`config.mk`:
```
export PLATFORM = sky130hd
export DESIGN_NAME = status_led_pattern_controller_top
export DESIGN_NICKNAME = d
export VERILOG_FILES = /design/src/slpc_pkg.sv /design/src/status_led_pattern_controller_top.sv /design/src/slpc_cfg.sv /design/src/slpc_core.sv
export SDC_FILE = /design/constraint.sdc
export NUM_CORES = 1
export LEC_CHECK = 0
export BUFFER_PORTS_ARGS = -buffer_cell sky130_fd_sc_hd__buf_2
export CAP_MARGIN = 20
export CORE_AREA = 5 5 168 170
export CTS_BUF_LIST = sky130_fd_sc_hd__clkbuf_4 sky130_fd_sc_hd__clkbuf_8 sky130_fd_sc_hd__clkbuf_16
export DETAILED_ROUTE_END_ITERATION = 8
export DIE_AREA = 0 0 173 175
export PLACE_DENSITY = 0.78
export SLEW_MARGIN = 25
export SYNTH_ARGS = -nofsm -noshare
export SYNTH_HDL_FRONTEND = slang
export SYNTH_SLANG_ARGS = --single-unit
```
`constraint.sdc`:
```
create_clock -name clk -period 4.8 [get_ports clk]
set_input_delay 0.96 -clock clk [delete_from_list [all_inputs] [get_ports clk]]
set_output_delay 0.96 -clock clk [all_outputs]
set_load 0.05 [all_outputs]
```
`src/slpc_pkg.sv`:
```
// slpc_pkg: shared types and constants of the status led pattern controller
// state and operation codes, configuration index codes, led masks, pattern bounds, config and state records
// no dependencies
package slpc_pkg;

	typedef enum logic [3:0] {
		ST_STARTING     = 4'd0,
		ST_CONNECTING   = 4'd1,
		ST_CONNECTED    = 4'd2,
		ST_AP_MODE      = 4'd3,
		ST_READY        = 4'd4,
		ST_RUNNING      = 4'd5,
		ST_PAUSED       = 4'd6,
		ST_SYNC_WAIT    = 4'd7,
		ST_ERROR        = 4'd8,
		ST_DISCONNECTED = 4'd9,
		ST_CRITICAL     = 4'd10
	} mode_t;

	typedef enum logic [2:0] {
		OP_TICK        = 3'd0,
		OP_SET_STATE   = 3'd1,
		OP_RUNNING     = 3'd2,
		OP_SYNC_WAIT   = 3'd3,
		OP_CONN_LOST   = 3'd4,
		OP_RAISE_ERROR = 3'd5,
		OP_CLEAR_ERROR = 3'd6
	} op_t;

	typedef enum logic [2:0] {
		CFG_ERROR_LIMIT  = 3'd0,
		CFG_SETTLE_MS    = 3'd1,
		CFG_CONNECTING   = 3'd2,
		CFG_RUNNING      = 3'd3,
		CFG_DISCONNECTED = 3'd4,
		CFG_SLOW         = 3'd5,
		CFG_RAPID        = 3'd6
	} cfg_idx_t;

	localparam logic [2:0] LED_OFF = 3'b000;
	localparam logic [2:0] LED_G   = 3'b001;
	localparam logic [2:0] LED_Y   = 3'b010;
	localparam logic [2:0] LED_R   = 3'b100;

	localparam logic [15:0] TIME_MAX  = 16'hFFFF;
	localparam logic [7:0]  ERROR_MAX = 8'hFF;

	localparam logic [15:0] START_RED_END    = 16'd100;
	localparam logic [15:0] START_YELLOW_END = 16'd200;
	localparam logic [15:0] START_GREEN_END  = 16'd300;
	localparam logic [15:0] START_CYCLE_END  = 16'd700;
	localparam logic [15:0] ERR_RED1_END     = 16'd150;
	localparam logic [15:0] ERR_OFF1_END     = 16'd300;
	localparam logic [15:0] ERR_RED2_END     = 16'd450;
	localparam logic [15:0] ERR_CYCLE_END    = 16'd1000;

	typedef struct packed {
		logic [7:0]  error_limit;
		logic [15:0] settle_ms;
		logic [15:0] connecting_period;
		logic [15:0] running_period;
		logic [15:0] disconnected_period;
		logic [15:0] slow_period;
		logic [15:0] rapid_period;
	} cfg_t;

	typedef struct packed {
		mode_t       mode;
		logic        phase;
		logic [15:0] since_blink;
		logic [15:0] since_change;
		logic        stable;
		logic [7:0]  errors;
		logic [2:0]  leds;
	} status_t;

endpackage

```
`src/status_led_pattern_controller_top.sv`:
```
// status_led_pattern_controller_top: event-driven status led controller, top level
// input register, single-pass update core and result register
// depends on slpc_pkg, slpc_cfg, slpc_core
//
// Each event (tick, state set, running, sync wait, connection lost, raise error,
// clear errors) yields one result with the three leds, the state, the stable flag
// and the error count after that event. An event passes from input transfer to
// result through the input register, where the whole state update is done in
// one pass, and then the result register. One event is taken per cycle
// while the result side keeps up; the input register refills while a result waits.
// Configuration writes are taken at any time, one per cycle.
module status_led_pattern_controller_top import slpc_pkg::*; (
	input  logic        clk,
	input  logic        arst_n,
	input  logic        cfg_valid,
	output logic        cfg_ready,
	input  logic [2:0]  cfg_index,
	input  logic [15:0] cfg_data,
	input  logic        in_valid,
	output logic        in_stall,
	input  logic [2:0]  operation,
	input  logic [3:0]  new_state,
	input  logic        flag,
	output logic        out_valid,
	input  logic        out_stall,
	output logic        led_green,
	output logic        led_yellow,
	output logic        led_red,
	output logic [3:0]  state_code,
	output logic        settled,
	output logic [7:0]  errors
);

	cfg_t       cfg;
	status_t    nxt;
	logic       valid_s1;
	logic [2:0] op_s1;
	logic [3:0] target_s1;
	logic       flag_s1;
	logic       out_valid_q;
	status_t    res_q;
	logic       advance;

	slpc_cfg u_cfg (
		.clk       (clk),
		.arst_n    (arst_n),
		.cfg_valid (cfg_valid),
		.cfg_ready (cfg_ready),
		.cfg_index (cfg_index),
		.cfg_data  (cfg_data),
		.cfg       (cfg)
	);

	assign advance  = !out_valid_q || !out_stall;
	assign in_stall = valid_s1 && !advance;

	slpc_core u_core (
		.clk    (clk),
		.arst_n (arst_n),
		.en     (valid_s1 && advance),
		.op     (op_t'(op_s1)),
		.target (target_s1),
		.flag   (flag_s1),
		.cfg    (cfg),
		.nxt    (nxt)
	);

	// input register
	always_ff @(posedge clk or negedge arst_n) begin
		if (!arst_n) begin
			valid_s1 <= 1'b0;
		end else if (in_valid && !in_stall) begin
			valid_s1 <= 1'b1;
		end else if (advance) begin
			valid_s1 <= 1'b0;
		end
	end

	always_ff @(posedge clk) begin
		if (in_valid && !in_stall) begin
			op_s1     <= operation;
			target_s1 <= new_state;
			flag_s1   <= flag;
		end
	end

	// result register
	always_ff @(posedge clk or negedge arst_n) begin
		if (!arst_n) begin
			out_valid_q <= 1'b0;
		end else if (advance) begin
			out_valid_q <= valid_s1;
		end
	end

	always_ff @(posedge clk) begin
		if (valid_s1 && advance)
			res_q <= nxt;
	end

	assign out_valid  = out_valid_q;
	assign led_green  = res_q.leds[0];
	assign led_yellow = res_q.leds[1];
	assign led_red    = res_q.leds[2];
	assign state_code = res_q.mode;
	assign settled    = res_q.stable;
	assign errors     = res_q.errors;

endmodule

```
`src/slpc_cfg.sv`:
```
// slpc_cfg: configuration register file of the status led pattern controller
// takes one register write per transfer on the config channel
// depends on slpc_pkg
module slpc_cfg import slpc_pkg::*; (
	input  logic        clk,
	input  logic        arst_n,
	input  logic        cfg_valid,
	output logic        cfg_ready,
	input  logic [2:0]  cfg_index,
	input  logic [15:0] cfg_data,
	output cfg_t        cfg
);

	cfg_t cfg_q;

	assign cfg_ready = 1'b1;
	assign cfg       = cfg_q;

	always_ff @(posedge clk or negedge arst_n) begin
		if (!arst_n) begin
			cfg_q.error_limit         <= 8'd5;
			cfg_q.settle_ms           <= 16'd2000;
			cfg_q.connecting_period   <= 16'd500;
			cfg_q.running_period      <= 16'd250;
			cfg_q.disconnected_period <= 16'd300;
			cfg_q.slow_period         <= 16'd1000;
			cfg_q.rapid_period        <= 16'd150;
		end else if (cfg_valid) begin
			case (cfg_idx_t'(cfg_index))
				CFG_ERROR_LIMIT:  cfg_q.error_limit         <= cfg_data[7:0];
				CFG_SETTLE_MS:    cfg_q.settle_ms           <= cfg_data;
				CFG_CONNECTING:   cfg_q.connecting_period   <= cfg_data;
				CFG_RUNNING:      cfg_q.running_period      <= cfg_data;
				CFG_DISCONNECTED: cfg_q.disconnected_period <= cfg_data;
				CFG_SLOW:         cfg_q.slow_period         <= cfg_data;
				CFG_RAPID:        cfg_q.rapid_period        <= cfg_data;
				default: ;
			endcase
		end
	end

endmodule

```
`src/slpc_core.sv`:
```
// slpc_core: state registers and single-pass event update of the controller
// computes the next state and led pattern for one event from the stage 1 item
// depends on slpc_pkg
module slpc_core import slpc_pkg::*; (
	input  logic       clk,
	input  logic       arst_n,
	input  logic       en,
	input  op_t        op,
	input  logic [3:0] target,
	input  logic       flag,
	input  cfg_t       cfg,
	output status_t    nxt
);

	status_t st_q;

	function automatic status_t bump(status_t s);
		status_t r;
		r = s;
		if (s.errors != ERROR_MAX)
			r.errors = s.errors + 8'd1;
		return r;
	endfunction

	function automatic status_t enter(status_t s, mode_t t);
		status_t r;
		r = s;
		if (t != s.mode) begin
			r.mode         = t;
			r.since_change = '0;
			r.stable       = 1'b0;
			r.leds         = LED_OFF;
			if (t == ST_CONNECTED || t == ST_READY) begin
				r.leds   = LED_G;
				r.stable = 1'b1;
			end else if (t == ST_AP_MODE) begin
				r.leds   = LED_Y;
				r.stable = 1'b1;
			end else if (t == ST_ERROR) begin
				r = bump(r);
			end
		end
		return r;
	endfunction

	function automatic status_t blink(status_t s, logic [15:0] period, logic [2:0] on_leds);
		status_t r;
		r = s;
		if (s.since_blink > period) begin
			r.phase       = ~s.phase;
			r.since_blink = '0;
		end
		r.leds = r.phase ? on_leds : LED_OFF;
		return r;
	endfunction

	function automatic status_t tick(status_t s, cfg_t c);
		status_t     r;
		logic [15:0] e;
		r = s;
		if (s.since_blink != TIME_MAX)
			r.since_blink = s.since_blink + 16'd1;
		if (s.since_change != TIME_MAX)
			r.since_change = s.since_change + 16'd1;
		e = r.since_blink;
		case (s.mode)
			ST_STARTING: begin
				if (e < START_RED_END) r.leds = LED_R;
				else if (e < START_YELLOW_END) r.leds = LED_Y;
				else if (e < START_GREEN_END) r.leds = LED_G;
				else if (e < START_CYCLE_END) r.leds = LED_OFF;
				else r.since_blink = '0;
			end
			ST_CONNECTING:   r = blink(r, c.connecting_period, LED_Y);
			ST_RUNNING:      r = blink(r, c.running_period, LED_G);
			ST_PAUSED:       r = blink(r, c.slow_period, LED_Y);
			ST_SYNC_WAIT:    r = blink(r, c.rapid_period, LED_G | LED_Y);
			ST_DISCONNECTED: r = blink(r, c.disconnected_period, LED_R);
			ST_ERROR: begin
				if (e < ERR_RED1_END) r.leds = LED_R;
				else if (e < ERR_OFF1_END) r.leds = LED_OFF;
				else if (e < ERR_RED2_END) r.leds = LED_R;
				else if (e < ERR_CYCLE_END) r.leds = LED_OFF;
				else r.since_blink = '0;
			end
			ST_CRITICAL:     r = blink(r, c.rapid_period, LED_R | LED_Y);
			default: ;
		endcase
		if (!r.stable && r.since_change > c.settle_ms)
			r.stable = 1'b1;
		return r;
	endfunction

	status_t raised;

	always_comb begin
		raised = bump(st_q);
		nxt    = st_q;
		case (op)
			OP_TICK: nxt = tick(st_q, cfg);
			OP_SET_STATE: begin
				if (target <= ST_CRITICAL)
					nxt = enter(st_q, mode_t'(target));
			end
			OP_RUNNING: begin
				if (flag && st_q.mode == ST_READY)
					nxt = enter(st_q, ST_RUNNING);
				else if (!flag && st_q.mode == ST_RUNNING)
					nxt = enter(st_q, ST_READY);
			end
			OP_SYNC_WAIT: begin
				if (flag)
					nxt = enter(st_q, ST_SYNC_WAIT);
				else if (st_q.mode == ST_SYNC_WAIT)
					nxt = enter(st_q, ST_READY);
			end
			OP_CONN_LOST: begin
				if (flag)
					nxt = enter(st_q, ST_DISCONNECTED);
				else if (st_q.mode == ST_DISCONNECTED)
					nxt = enter(st_q, ST_CONNECTED);
			end
			OP_RAISE_ERROR: begin
				if (raised.errors >= cfg.error_limit)
					nxt = enter(raised, ST_CRITICAL);
				else
					nxt = enter(raised, ST_ERROR);
			end
			OP_CLEAR_ERROR: begin
				nxt        = st_q;
				nxt.errors = '0;
				if (st_q.mode == ST_ERROR || st_q.mode == ST_CRITICAL)
					nxt = enter(nxt, ST_READY);
			end
			default: ;
		endcase
	end

	always_ff @(posedge clk or negedge arst_n) begin
		if (!arst_n) begin
			st_q.mode         <= ST_STARTING;
			st_q.phase        <= 1'b0;
			st_q.since_blink  <= '0;
			st_q.since_change <= '0;
			st_q.stable       <= 1'b1;
			st_q.errors       <= '0;
			st_q.leds         <= LED_OFF;
		end else if (en) begin
			st_q <= nxt;
		end
	end

endmodule
```
# [Yosys cells after proc, flatten, opt, wreduce, memory -nomap -nowiden]
# Cells that the tools add are included.
[word_totals] reg_bits=179 inputBits=32 out_inout_bits=19 word_cells=216
[classes] add_sub_neg=4 magnitude_cmp=15 n_eq_ne=48 muxes=88 n_bitwise=7 reduce_logical=31
[ops] operator="49-bit two-way mux" n=11
[ops] operator="17-bit two-way mux" n=23
[ops] operator="49-bit one-hot mux with 7 select lines" n=1
[ops] operator="16-bit two-way mux" n=11
[ops] operator="16-bit one-hot mux with 8 select lines" n=1
[ops] operator="16-bit > comparator" n=6
[ops] operator="3-bit two-way mux" n=18
[ops] operator="16-bit by 1-bit adder with 16-bit output, second input constant" n=2
[ops] operator="16-bit by 10-bit less-than comparator with 1-bit output, second input constant" n=2
[ops] operator="16-bit by 8-bit less-than comparator with 1-bit output, second input constant" n=2
[ops] operator="16-bit by 9-bit less-than comparator with 1-bit output, second input constant" n=2
[ops] operator="8-bit two-way mux" n=4
[ops] operator="16-bit inequality test, second input constant" n=2
[ops] operator="25-bit two-way mux" n=1
[ops] operator="4-bit two-way mux" n=6
[ops] operator="3-bit one-hot mux with 8 select lines" n=1
[ops] operator="4-bit by 3-bit == test with 1-bit output, second input constant" n=5
[ops] operator="3-bit == test, second input constant" n=6
[ops] operator="8-bit by 1-bit adder with 8-bit output, second input constant" n=2
[ops] operator="4-bit == test, second input constant" n=4
[ops] operator="16-bit by 7-bit less-than comparator with 1-bit output, second input constant" n=1
[ops] operator="8-bit inequality test, second input constant" n=2
[ops] operator="3-bit by 2-bit inequality test with 1-bit output, second input constant" n=5
[ops] operator="14-bit AND reduction" n=1
[ops] operator="29 further kinds" n=74

# [Longest topological paths before layout]
[depth] ltp_word=10 depth_mapped=21 ltp_nobuf=19

# [Hierarchy]
# A second synthesis with hierarchy kept.
[hier_totals] cells_unflattened=1515 area_unflattened_um2=13767.0
[modules_own_cells] module="slpc_core" instances=1 cells_each=1253 area_per_inst_um2=8764.7 seq_area_each_um2=1227.4
[modules_own_cells] module="slpc_cfg" instances=1 cells_each=230 area_per_inst_um2=4189.0 seq_area_each_um2=2645.0
[modules_own_cells] module="status_led_pattern_controller_top" instances=1 cells_each=32 area_per_inst_um2=813.3 seq_area_each_um2=770.7

# [Worst setup path before layout]
# No wires, ideal clock.
[synth_timing] path_kind="register to register" start="register u_core.st_q, in the netlist u_core.raised[29]" end="register u_core.st_q, in the netlist u_core.raised[28]" setup_time_ns=0.065 arrival_ns=4.166 t_required_ns=4.735 setup_slack_ns=0.569 path_stages_with_launch=18 path_buffers=2 period_less_slack_ns=4.231 path_cell_list="dfrtp_1 ha_1 buf_6 nand3_1 a311oi_1 xor2_1 ha_1 nand3b_1 a211oi_1 nor2_1 nor4_1 or4b_1 o2111ai_1 nor4_2 and3_4 nor2_4 buf_6 a22o_1"
[synth_via] elab_chain_len=10 elab_cells_between_ends=43 cone_classes="add/sub: 1; order compare: 12; eq/ne: 1; mux: 29"
[synth_lines] item="start: declaration" line_no="slpc_core.sv:15" source="status_t st_q;"
[synth_lines] item="start signal: assignment" line_no="slpc_core.sv:149" source="st_q <= nxt;"
[synth_lines] item="16-bit by 1-bit adder with 16-bit output / 16-bit inequality test (equally long branches)" line_no="slpc_core.sv:62, slpc_core.sv:61"
[synth_lines] item="16-bit two-way mux (*)" line_no="slpc_core.sv:61" source="if (s.since_blink != TIME_MAX)"
[synth_lines] item="16-bit two-way mux (*)" line_no="slpc_core.sv:99" source="case (op)"
[synth_lines] item="16-bit by 10-bit less-than comparator with 1-bit output (on tied branches)" line_no="slpc_core.sv:83, slpc_core.sv:71"
[synth_lines] item="16-bit two-way mux (on tied branches)" line_no="slpc_core.sv:83, slpc_core.sv:71"
[synth_lines] item="16-bit two-way mux (on tied branches)" line_no="slpc_core.sv:82, slpc_core.sv:70"
[synth_lines] item="16-bit two-way mux (on tied branches)" line_no="slpc_core.sv:81, slpc_core.sv:69"
[synth_lines] item="16-bit two-way mux (on tied branches)" line_no="slpc_core.sv:80, slpc_core.sv:68"
[synth_lines] item="16-bit one-hot mux with 8 select lines (*)" line_no="slpc_core.sv:66" source="case (s.mode)"
[synth_lines] item="49-bit one-hot mux with 7 select lines (*)" line_no="slpc_core.sv:99"
# Mark *: on every way between the ends. The rest lies on a longest branch, timed or not. The select of a mux whose other input is x is not followed.
# A chain may end at the register's enable or synchronous reset.

==> impl_metrics.toml <==
[status]
status = "complete, no violations"

[power_and_ir_drop]
ir_worst_vdd_mv = 0.219
leakagePower_nw = 6.26
total_power_mw = 5.62
p_per_area_nw_per_um2 = 391

[logic_synthesis]
postSynthRegisterBits = 179
synth.most_common_cell = "nand2_1"
synth_nets = 1597
syn_inst = 1494
async_reset_ff_share_pct = 86.6
ys_top_cells_by_area = "dfrtp_1 (23%), dfstp_2 (7.1%), ha_1 (6.8%)"
ys_types = 101
synthTopCellsByCount = "nand2_1 (163), dfrtp_1 (120), o21ai_0 (119)"
synth-main-ff-cell = "dfrtp_1"
yosysTopAreaCell = "dfrtp_1"
netlist_area_sq_um = 13000
synth_top_area_share_pct = 23.1
ys_warn_count = 0
synth_edf_count = 24
syn_area_per_cell_sq_um = 8.72
yosysSeqAreaShare_pct = 35.6

[finish]
syn_to_final_growth_pct = 10.3
finalInstanceArea_sq_um = 14400
diodes = 0
finalNetCount = 1643
drive_gt1_share_pct = 18.2
fin_util_pct = 54.1

[drt]
dr_wl_met3_mm = 2.50
drtIter0Drc = 1080
met2WireLength_mm = 18.0
wire_per_inst_microns = 20.4
viasPerCell = 6.20
ant_nets = 0
top_layer = "met4"
m1WireLength_mm = 16.7
vias = 11700
routed_wl_mm = 38.7
dr.pass1.iters = 5
remaining_drc_errors = 0

[timing]
tightest_slew_ns = 0.888
slew_viol_final = 0
hold_slack_ns = 0.487
max_freq_ghz = 0.219
hold_violations = 0
finalCritPeriodShare_pct = 95.2
rsz0062_at_grt = "false"
skew_ns = 0.0152
fin_crit_ns = 4.57
setup_tns_ns = 0
setup_viol = 0
relSlewSlack_pct = 40.6

[worst_setup_path]
reg2reg_depth = 16
r2r_end = "led_yellow$_DFFE_PP_"
critical_path_class = "register to register"
critical_path_arrival_ns = 4.74
startpoint_type = "register"
cp.required_ns = 4.97
timing.rr.start = "u_core.raised[29]$_DFFE_PN0P_"
worstPathMaxFanout = 9
ff2ff_setup_slack_ns = 0.23
cp-end-kind = "register"

[global_routing]
grt_pass1_vias = 11300
grt_start_max_net_pins = 84
grt_pass1_wl_mm = 62.3
antenna_found_initial = 0
gr-usage-all-layers_pct = 25.4
grt_overflow = 0

[clock_tree]
cts_htree_levels = 4
clkTransAtPathRegs_ns = 0.08
worstSkewPairLatency_ns = 0.44
cts.path.max_buffers = 2
cts_made_buffers = 17
clkSinkCount = 179
tritoncts = "done"
cts_root_buf = "clkbuf_16"

[job]
maxCapViolCount = 0

[worst_hold_path]
holdPathEnd = "out_valid$_DFFE_PN0N_"
holdPathStages = 1
hold_path.class = "register to register"
hp-start = "valid_s1$_DFFE_PN0P_"

[floorplanning]
die_h_microns = 175
num_rows = 60
die_x_microns = 173
io_pins = 51
initial_core_util_pct = 49.0
die_area_sq_um = 30300
core_area_sq_um = 26600

[placement]
dp_hpwl_mm = 29.0
portBuffers = 49
dpl-instance-area_sq_um = 13800
gp_congestion = 0.998
cells in the final DEF (no fill, tap or decap), types with 37 or more instances in the layout:
master,n
nand2_1,163
dfrtp_1,120
o21ai_0,119
inv_1,114
nor2_1,106
a21oi_1,91
ha_1,70
mux2_2,63
buf_4,49
buf_2,48
nand3_1,46
xnor2_1,37
sequential cells by signal, summed over array words and instances (netlist names):
signal,cells
u_core.st_q,8
settled,1
led_red,1
state_code,4
valid_s1,1
flag_s1,1
op_s1,3
u_core.raised,41
led_yellow,1
errors,8
u_cfg.cfg,104
target_s1,4
out_valid,1
led_green,1
per-layer routing:
layer	up-vias	track usage, %
li1	5499	-
met1	5678	34.0
met2	483	41.4
met3	86	4.24
met4	0	9.54
met5	-	0
worst max path at each step:
| stage | from | end | depth (start not counted) |
|---|---|---|---|
| 6_report | u_core.raised[29]$_DFFE_PN0P_ | led_yellow$_DFFE_PP_ | 16 |
| 5_1_grt | u_core.raised[29]$_DFFE_PN0P_ | led_green$_DFFE_PP_ | 18 |
| 4_1_cts | u_core.st_q[3]$_DFFE_PN0P_ | errors[0]$_DFFE_PP_ | 16 |
| 3_5_place_dp | u_core.st_q[3]$_DFFE_PN0P_ | errors[0]$_DFFE_PP_ | 16 |
| 3_3_place_gp | u_core.raised[29]$_DFFE_PN0P_ | led_yellow$_DFFE_PP_ | 16 |
| 2_1_floorplan | u_core.raised[29]$_DFFE_PN0P_ | u_core.raised[28]$_DFFE_PN0P_ | 17 |
power by group:
group	leakage [nW]	total (mW)	internal (mW)	switching (mW)
logic	3.90	2.03	0.819	1.21
clock network	0.283	1.42	0.723	0.699
registers	2.08	2.17	1.87	0.299
total	6.26	5.62	3.41	2.21
critical path, stage by stage, from the launching register on:
cell       delay [ns]
dfrtp_1          0.45
ha_2             0.33
and3_1           0.30
buf_4            0.19
nand2_1          0.08
o21ai_0          0.24
and2_1           0.27
inv_1            0.19
ha_1             0.33
a21o_1           0.16
a311oi_1         0.53
o211a_1          0.31
mux2i_1          0.11
a211oi_1         0.19
o2111ai_1        0.21
o21ai_0          0.32
a21oi_1          0.08
cell type report:
cell class,instances,area [sq um]
clock buffer,18,450
clock inverter,14,135
fill,2459,12200
inverter,116,435
multi-input combinational,1124,7610
sequential,179,4640
tap,341,427
timing repair buffer,102,673
cells by family after synthesis:
| logic type | share of synthesized area, % |
|---|---|
| buffers and inverters | 6.23 |
| xor gates and xnor gates | 4.83 |
| AOI/OAI and AO/OA | 20.2 |
| muxes | 6.18 |
| other | 0.0288 |
| adders and majority gates | 7.44 |
| DFF | 35.6 |
| and+or+nand+nor | 19.4 |
stage by stage:
| stage | setup WS, ns | cells |
|---|---|---|
| 2_1_floorplan | 0.569 | 1494 |
| 3_3_place_gp | 0.379 | 1859 |
| 3_5_place_dp | 0.273 | 1861 |
| 4_1_cts | 0.259 | 1893 |
| 5_1_grt | 0.00624 | 1894 |
| 6_report | 0.230 | 1894 |
what timing repair did:
action,4_1_cts,5_1_grt
hold buffers,0,0
setup endpoints to repair,0,34
resized for setup,0,5
setup buffers,0,0
No activity file was read; power rests on OpenSTA's default activity.
